**src/hw/rtl/sib_pkg.sv**
```systemverilog
// Shared constants, types and command/status bundles of the snapshot buffer
package sib_pkg;

    localparam int DEPTH          = 64;
    localparam int SLOT_W         = $clog2(DEPTH);
    localparam int CNT_W          = $clog2(DEPTH + 1);
    localparam int TICK_FRAC_BITS = 8;
    localparam int TICK_W         = 32;
    localparam int QT_W           = 40;
    localparam int POS_W          = 32;
    localparam int ANG_W          = 16;
    localparam int FLAG_W         = 8;
    localparam int REQ_W          = 2;
    localparam int T_W            = 16;
    localparam int QUO_W          = T_W + 1;
    localparam int BIT_W          = $clog2(QUO_W);
    localparam int NUM_W          = QT_W + T_W - TICK_FRAC_BITS;
    localparam int REM_W          = NUM_W + 1;
    localparam int LANES          = 5;
    localparam int LANE_W         = $clog2(LANES);
    localparam int TWO_PI_Q12     = 25736;
    localparam int PI_Q12         = 12868;

    localparam logic [REQ_W-1:0] REQ_PUSH   = 2'd0;
    localparam logic [REQ_W-1:0] REQ_SAMPLE = 2'd1;
    localparam logic [REQ_W-1:0] REQ_PRUNE  = 2'd2;
    localparam logic [REQ_W-1:0] REQ_NOP    = 2'd3;

    localparam logic [1:0] RD_FIRST  = 2'd0;
    localparam logic [1:0] RD_LAST   = 2'd1;
    localparam logic [1:0] RD_SCAN   = 2'd2;
    localparam logic [1:0] RD_SECOND = 2'd3;

    localparam logic [1:0] OUT_NONE   = 2'd0;
    localparam logic [1:0] OUT_PUSH   = 2'd1;
    localparam logic [1:0] OUT_ENTRY  = 2'd2;
    localparam logic [1:0] OUT_INTERP = 2'd3;

    typedef struct packed {
        logic [TICK_W-1:0]       tick;
        logic signed [POS_W-1:0] pos_x;
        logic signed [POS_W-1:0] pos_y;
        logic signed [POS_W-1:0] pos_z;
        logic signed [ANG_W-1:0] yaw;
        logic signed [ANG_W-1:0] pitch;
        logic [FLAG_W-1:0]       flags;
    } entry_t;

    typedef struct packed {
        logic       load;
        logic       rd_en;
        logic [1:0] rd_sel;
        logic       ent_a_ld;
        logic       ent_b_ld;
        logic       k_set;
        logic       k_inc;
        logic       div_init;
        logic       div_step;
        logic       lane_clr;
        logic       lane_inc;
        logic       lane_d;
        logic       lane_m;
        logic       lane_a;
        logic       wr_en;
        logic       advance;
        logic       fin;
        logic [1:0] out_sel;
    } dp_cmd_t;

    typedef struct packed {
        logic [REQ_W-1:0] req;
        logic             empty;
        logic             multi;
        logic             q_le;
        logic             q_ge;
        logic             push_newer;
        logic             prune_ok;
        logic             div_last;
        logic             lane_last;
    } dp_stat_t;

endpackage

```
**src/hw/rtl/sib_ctrl.sv**
```systemverilog
// Controller state machine of the snapshot buffer
module sib_ctrl import sib_pkg::*; (
    input  logic     clk,
    input  logic     rst_n,
    input  logic     start,
    output logic     busy,
    input  dp_stat_t stat,
    output dp_cmd_t  cmd
);

    localparam logic [3:0] S_IDLE       = 4'd0;
    localparam logic [3:0] S_DISP       = 4'd1;
    localparam logic [3:0] S_PUSH_CMP   = 4'd2;
    localparam logic [3:0] S_CHK_FIRST  = 4'd3;
    localparam logic [3:0] S_CHK_LAST   = 4'd4;
    localparam logic [3:0] S_SCAN_RD    = 4'd5;
    localparam logic [3:0] S_SCAN_CHK   = 4'd6;
    localparam logic [3:0] S_DIV_INIT   = 4'd7;
    localparam logic [3:0] S_DIV        = 4'd8;
    localparam logic [3:0] S_MIX_D      = 4'd9;
    localparam logic [3:0] S_MIX_M      = 4'd10;
    localparam logic [3:0] S_MIX_A      = 4'd11;
    localparam logic [3:0] S_SMP_FIN    = 4'd12;
    localparam logic [3:0] S_PR_RD      = 4'd13;
    localparam logic [3:0] S_PR_CMP     = 4'd14;

    logic [3:0] state_reg, state_next;

    always_ff @(posedge clk or negedge rst_n)
    begin
        if (!rst_n)
            state_reg <= S_IDLE;
        else
            state_reg <= state_next;
    end

    assign busy = (state_reg != S_IDLE);

    always_comb
    begin
        state_next = state_reg;
        cmd        = '0;
        case (state_reg)
            S_IDLE:
            begin
                cmd.load = start;
                if (start)
                    state_next = S_DISP;
            end
            S_DISP:
            begin
                case (stat.req)
                    REQ_PUSH:
                    begin
                        if (stat.empty)
                        begin
                            cmd.wr_en   = 1'b1;
                            cmd.fin     = 1'b1;
                            cmd.out_sel = OUT_PUSH;
                            state_next  = S_IDLE;
                        end
                        else
                        begin
                            cmd.rd_en  = 1'b1;
                            cmd.rd_sel = RD_LAST;
                            state_next = S_PUSH_CMP;
                        end
                    end
                    REQ_SAMPLE:
                    begin
                        if (stat.empty)
                        begin
                            cmd.fin    = 1'b1;
                            state_next = S_IDLE;
                        end
                        else
                        begin
                            cmd.rd_en  = 1'b1;
                            cmd.rd_sel = RD_FIRST;
                            state_next = S_CHK_FIRST;
                        end
                    end
                    REQ_PRUNE:
                        state_next = S_PR_RD;
                    default:
                    begin
                        cmd.fin    = 1'b1;
                        state_next = S_IDLE;
                    end
                endcase
            end
            S_PUSH_CMP:
            begin
                cmd.fin     = 1'b1;
                cmd.wr_en   = stat.push_newer;
                cmd.out_sel = stat.push_newer ? OUT_PUSH : OUT_NONE;
                state_next  = S_IDLE;
            end
            S_CHK_FIRST:
            begin
                if (stat.q_le)
                begin
                    cmd.fin     = 1'b1;
                    cmd.out_sel = OUT_ENTRY;
                    state_next  = S_IDLE;
                end
                else
                begin
                    cmd.ent_a_ld = 1'b1;
                    cmd.rd_en    = 1'b1;
                    cmd.rd_sel   = RD_LAST;
                    state_next   = S_CHK_LAST;
                end
            end
            S_CHK_LAST:
            begin
                if (stat.q_ge)
                begin
                    cmd.fin     = 1'b1;
                    cmd.out_sel = OUT_ENTRY;
                    state_next  = S_IDLE;
                end
                else
                begin
                    cmd.k_set  = 1'b1;
                    state_next = S_SCAN_RD;
                end
            end
            S_SCAN_RD:
            begin
                cmd.rd_en  = 1'b1;
                cmd.rd_sel = RD_SCAN;
                state_next = S_SCAN_CHK;
            end
            S_SCAN_CHK:
            begin
                if (stat.q_le)
                begin
                    cmd.ent_b_ld = 1'b1;
                    state_next   = S_DIV_INIT;
                end
                else
                begin
                    cmd.ent_a_ld = 1'b1;
                    cmd.k_inc    = 1'b1;
                    state_next   = S_SCAN_RD;
                end
            end
            S_DIV_INIT:
            begin
                cmd.div_init = 1'b1;
                state_next   = S_DIV;
            end
            S_DIV:
            begin
                cmd.div_step = 1'b1;
                if (stat.div_last)
                begin
                    cmd.lane_clr = 1'b1;
                    state_next   = S_MIX_D;
                end
            end
            S_MIX_D:
            begin
                cmd.lane_d = 1'b1;
                state_next = S_MIX_M;
            end
            S_MIX_M:
            begin
                cmd.lane_m = 1'b1;
                state_next = S_MIX_A;
            end
            S_MIX_A:
            begin
                cmd.lane_a = 1'b1;
                if (stat.lane_last)
                    state_next = S_SMP_FIN;
                else
                begin
                    cmd.lane_inc = 1'b1;
                    state_next   = S_MIX_D;
                end
            end
            S_SMP_FIN:
            begin
                cmd.fin     = 1'b1;
                cmd.out_sel = OUT_INTERP;
                state_next  = S_IDLE;
            end
            S_PR_RD:
            begin
                if (stat.multi)
                begin
                    cmd.rd_en  = 1'b1;
                    cmd.rd_sel = RD_SECOND;
                    state_next = S_PR_CMP;
                end
                else
                begin
                    cmd.fin    = 1'b1;
                    state_next = S_IDLE;
                end
            end
            S_PR_CMP:
            begin
                if (stat.prune_ok)
                begin
                    cmd.advance = 1'b1;
                    state_next  = S_PR_RD;
                end
                else
                begin
                    cmd.fin    = 1'b1;
                    state_next = S_IDLE;
                end
            end
            default:
                state_next = S_IDLE;
        endcase
    end

endmodule

```
**config.mk**
```make
export PLATFORM = sky130hd
export DESIGN_NAME = sib_ctrl
export DESIGN_NICKNAME = d
export VERILOG_FILES = /design/src/hw/rtl/sib_pkg.sv /design/src/hw/rtl/sib_ctrl.sv
export SDC_FILE = /design/constraint.sdc
export NUM_CORES = 1
export LEC_CHECK = 0
export CORE_AREA = 3 3 40 42
export DETAILED_ROUTE_END_ITERATION = 8
export DIE_AREA = 0 0 43 45
export DONT_BUFFER_PORTS = 1
export PLACE_DENSITY = 0.7
export REMOVE_ABC_BUFFERS = 1
export SLEW_MARGIN = 40
export SYNTH_ARGS = -nofsm -noshare
export SYNTH_HDL_FRONTEND = slang
export SYNTH_SLANG_ARGS = --single-unit
```
**constraint.sdc**
```tcl
create_clock -name clk -period 1.7 [get_ports clk]
set_input_delay 0.17 -clock clk [delete_from_list [all_inputs] [get_ports clk]]
set_output_delay 0.17 -clock clk [all_outputs]
set_load 0.01 [all_outputs]
```
After elaboration in Yosys (flattened, before gate mapping)

Cells that the tools add are included.

Bits in registers: 4
Output and inout bits: 21
Word-level logic and storage cells: 73

Equality and inequality tests: 18
Multiplexer cells: 49
Reduce and logical (&&, ||, !) cells: 5

Operator list:

| cell                                                | number |
|---|---|
| case mux 4 bit (13 select lines)                    | 1 |
| equality test 4 bit, second input constant          | 7 |
| two-way mux 3 bit                                   | 9 |
| two-way mux 1 bit                                   | 21 |
| two-way mux 4 bit                                   | 5 |
| equality test 4 x 3 -> 1 bit, second input constant | 4 |
| case mux 3 bit (4 select lines)                     | 1 |
| case mux 4 bit (3 select lines)                     | 1 |
| two-way mux 2 bit                                   | 5 |
| case mux 2 bit (5 select lines)                     | 1 |
| equality test 4 x 2 -> 1 bit, second input constant | 2 |
| case mux 1 bit (6 select lines)                     | 1 |
| case mux 3 bit (2 select lines)                     | 1 |
| equality test 4 x 1 -> 1 bit, second input constant | 1 |
| logical NOT 4 bit                                   | 1 |
| inequality test 2 bit, second input constant        | 2 |
| case mux 1 bit (2 select lines)                     | 2 |
| nonzero test 4 bit                                  | 1 |
| case mux 1 bit (3 select lines)                     | 1 |
| equality test 2 x 1 -> 1 bit, second input constant | 1 |
| equality test 2 bit, second input constant          | 1 |
| logical NOT 2 bit                                   | 1 |
| AND reduction 2 bit                                 | 1 |
| OR reduction 2 bit                                  | 1 |

Depth between registers and ports, before layout

Word-level depth: 3
Gate-level depth with buffers: 6
Depth with buffers taken out: 4

Least setup slack after synthesis

Ideal clock, no wire load.

Path kind: register to output
From: register state_reg[3]
To: output cmd[18] (netlist name)
Arrival: 1.268 ns
Path slack: 0.262 ns
Cell stages (with the launch flop): 6
Cell sequence: dfrtp_1 buf_2 nor2b_1 nor3b_1 a21oi_1 nand2_1

RTL lines:

| element                  | RTL line       | text |
|---|---|---|
| start: declaration       | sib_ctrl.sv:27 | `logic [3:0] state_reg, state_next;` |
| start signal: assignment | sib_ctrl.sv:34 | `state_reg <= state_next;` |
| end: declaration         | sib_ctrl.sv:8  | `output dp_cmd_t cmd` |

==> results <==
- The number of pins exceeding their max-slew limit in the final report is 0.
- After synthesis, the cell types taking the most area are sky130_fd_sc_hd__dfrtp_1, sky130_fd_sc_hd__nor2_1, sky130_fd_sc_hd__nor2b_1, sky130_fd_sc_hd__a21oi_1, sky130_fd_sc_hd__nand2b_1.
- Sequential elements use between 10% and 20% of the synthesized area.
- The time the final worst path needs with I/O delays and setup is 1.638 ns.
- Of the total synthesized cell area, the portion taken by AND, OR, NAND and NOR gates is about 46%.
- At the pin with the least slew margin, the transition time is ~0.37 ns.
- The average wire length per cell after detail routing is around 16 um.
- Counting every sink on the clock net gives 4.
- The insertion delay of the later-clocked pin in the worst-skew pair is between 0.2 and 0.25 ns.
- Across every metal layer, demand over resource in global routing totals roughly a fifth.
- The xor and xnor fraction of the mapped netlist area is 0%.
- The count of endpoints failing setup in the final report is 0.
- Counting every instance in the synthesized netlist gives between 90 and 100.
- Buffers placed on the I/O ports in this run total 0.
- The number of vias after detailed routing is between 700 and 800.
- The cell row count is 13.
- Using the TritonRoute via totals, the vias-per-cell ratio works out to 6.367.
- The die is between 40 and 50 um tall.
- The critical path capture point type is an output port.
- The library cell used most frequently in the layout, excluding fill and tap cells, is sky130_fd_sc_hd__nor2_1.
- The analysis attributes to cell leakage a power of approximately 0.32 nW.
- The final estimated routing congestion in global placement is 0.8512.
- The flow ran to the end, and the final reports show no timing, DRC or antenna violations.
- The cell count after placement is 113.
- After Yosys synthesis, full adders, half adders and majority gates account for 0% of the synthesized area.
- In this run the cell area of the synthesized design comes to between 600 and 700 sq um.
- The share of layout cells above drive strength 1 is between 20% and 30%.
- Setup repair after global routing could not meet its margin everywhere.
- The final instance count without filler cells is 120.
- The number of nets still failing antenna checks after routing is 0.
- The mean instance size in the synthesized netlist is between 6 and 7 sq um.
- Clock-pin slew was measured on the worst setup and hold paths at 0.04 ns.
- In this run the deepest clock path goes through 2 buffers.
- The antenna diode count is 0.
- After synthesis, the share of cell area in mux cells is 1.629%.
- The register with the most flip-flops in the layout has 4 of them.
- The detailed placement HPWL is between 1 and 1.5 mm.
- After floorplanning, the core was sized to cover 1285 sq um.
- The combinational family with the most area after synthesis is simple AND/OR/NAND/NOR gates.
- Data on the critical path arrives at its endpoint at approximately 1.5 ns.
- The die outline area is 1935 sq um.
- Wires add up to between 1.5 and 2 mm.
- The synthesized netlist devotes between 20% and 30% of its cell area to compound gates.
- Along the worst path, the maximum fanout reaches 14.
- The via count of the first global-routing pass was around 600.
- For the worst setup path, the data required time is 1.53 ns.
- The nature of the critical path startpoint is a register.
- The first global-routing pass estimated about 3 mm of wire.
- The worst hold path belongs to the class input port to register.
- For this run, design rule violations remaining after detail routing come to 0.
- TritonCTS built the clock tree.
- The pre-antenna-repair detailed-routing pass consisted of 4 iterations.
- The tree is rooted in a sky130_fd_sc_hd__clkbuf_4.
- 34 I/O pins were placed.
- For this run, the number of Yosys warnings is 0.
- The pre-CTS setup slack is approximately 0.14 ns.
- For this configuration, the core starts out at a cell density of between 40% and 50%.
- The synthesized design contains 4 register bits.
- Measured against its own limit, the worst slew margin works out to roughly three quarters.
- Across the run, the number of max-cap violations was 0.
- Global routing finished with a remaining overflow of 0.
- The first routing iteration left 36 violations.
- Yosys mapped the design onto 33 distinct sky130hd cell types.
- The synthesis-to-finish area growth is 23.01%.
- The final number of hold-violating endpoints is 0.
- Static timing analysis puts the maximum clock frequency at 610.4 MHz.
- The top cell type's share of synthesized area is about 16%.
- The overall die width is 43 um.
- The peak supply drop is a little under 1 mV.
- The tightest hold path in the finished design has a slack of 0.1947 ns.
- The final core utilization is 58.81%.
- The clock arrives with around 0.0037 ns of skew.
- The share of the clock period used by the worst path is a little over nine tenths.
- The number of antenna violations at the first check in global routing is 0.
- The cell area power density is 1929 nW/um^2.
- The library cells used most frequently in the layout, excluding fill and tap cells, are sky130_fd_sc_hd__nor2_1, sky130_fd_sc_hd__buf_4, sky130_fd_sc_hd__nand2_1.
- The H-tree depth is 1.
- Summed over all instances, the cell type with the most area after synthesis is sky130_fd_sc_hd__dfrtp_1.
- The largest net degree at the start of global routing is 16.
- The total design power is between 1 and 1.5 mW.
- Counting the buffers created by CTS gives 3.
- The final worst setup slack is 0.06182 ns.
- The setup path with the least slack is of type register to output port.
- The net count of the finished layout is 120.
==> per-stage QoR <==
| step | instance area, sq um | setup TNS [ns] |
|---|---|---|
| finish | 755.7 | 0 |
| global route | 755.7 | -0.02765 |
| CTS | 720.7 | 0 |
| detailed placement | 673.1 | 0 |
| global placement | 673.1 | 0 |
| floorplan | 579.3 | 0 |
==> per-layer routing <==
| layer | vias to the layer above | GRT usage (%) | wire (um) |
|---|---|---|---|
| met3 | 4 | 1.594 | 155 |
| met1 | 347 | 28.81 | 809 |
| met4 | 0 | 7.229 | 16 |
| li1 | 365 | - | - |
| met2 | 48 | 33.23 | 946 |
| met5 | - | 0 | 0 |
==> layout make-up <==
type                            instances  area [sq um]
Timing Repair Buffer                   14         111.4
Fill cell                             119         529.3
Clock buffer                            3         22.52
Tap cell                               15         18.77
Inverter                                1         3.754
Multi-Input combinational cell         83         494.2
Sequential cell                         4         105.1
==> kinds of logic after synthesis <==
| group | after synthesis |
|---|---|
| buf+inv | 8 |
| mux | 1 |
| simple gates | 55 |
| compound gates | 27 |
| flops | 4 |
==> cells in the mapped netlist (all sizes together) <==
master    n
o221ai    1
nor3      5
nor4      1
nand2     8
and2      1
nor3b     2
o211ai    1
clkbuf    2
nor2     16
o22ai     1
and3      3
or2       1
nor2b     7
a31oi     1
mux2i     1
o22a      1
a22o      1
o21ai     7
o31ai     2
a221oi    1
o21a      1
nand3     5
dfrtp     4
a211o     1
a2bb2oi   1
nand2b    6
o32a      1
a21oi     7
buf       5
inv       1
==> repair_timing <==
| action | in CTS | in global routing |
|---|---|---|
| pin swaps | 0 | 1 |
| buffers inserted | 0 | 3 |
| gates resized for setup | 6 | 5 |
| endpoints found under the hold margin | 4 | 0 |
| endpoints found under the setup margin | 7 | 7 |
| hold buffers | 1 | 0 |
==> power breakdown <==
group	leakage, nW	switching (mW)	total (mW)	internal [mW]
clock	0.0138	0.0437	0.123	0.0793
sequential	0.0451	0.131	0.284	0.153
combinational	0.260	0.586	1.05	0.464
==> critical path: stages, from the launching register on <==
cell	delay (ns)
sky130_fd_sc_hd__dfrtp_2	0.48
sky130_fd_sc_hd__or2_4	0.30
sky130_fd_sc_hd__nor2_2	0.16
sky130_fd_sc_hd__nand3_1	0.12
sky130_fd_sc_hd__o21ai_1	0.17
==> path summary, 6_finish.rpt <==
check / from / to / slack (ns) / depth (start not counted)
setup / recovery: state_reg[2]$_DFFE_PN0P_ / cmd[0] / 0.06 / 4
hold / removal: stat[6] / state_reg[3]$_DFFE_PN0P_ / 0.19 / 3
setup reg to reg: state_reg[2]$_DFFE_PN0P_ / state_reg[0]$_DFFE_PN0P_ / 0.17 / 3
hold reg to reg: state_reg[1]$_DFFE_PN0P_ / state_reg[0]$_DFFE_PN0P_ / 0.75 / 2
max in group asynchronous: rst_n / state_reg[2]$_DFFE_PN0P_ / 1.28 / 1
min in group asynchronous: rst_n / state_reg[0]$_DFFE_PN0P_ / 0.22 / 1
Note: power is estimated with default switching activity, not from simulation.
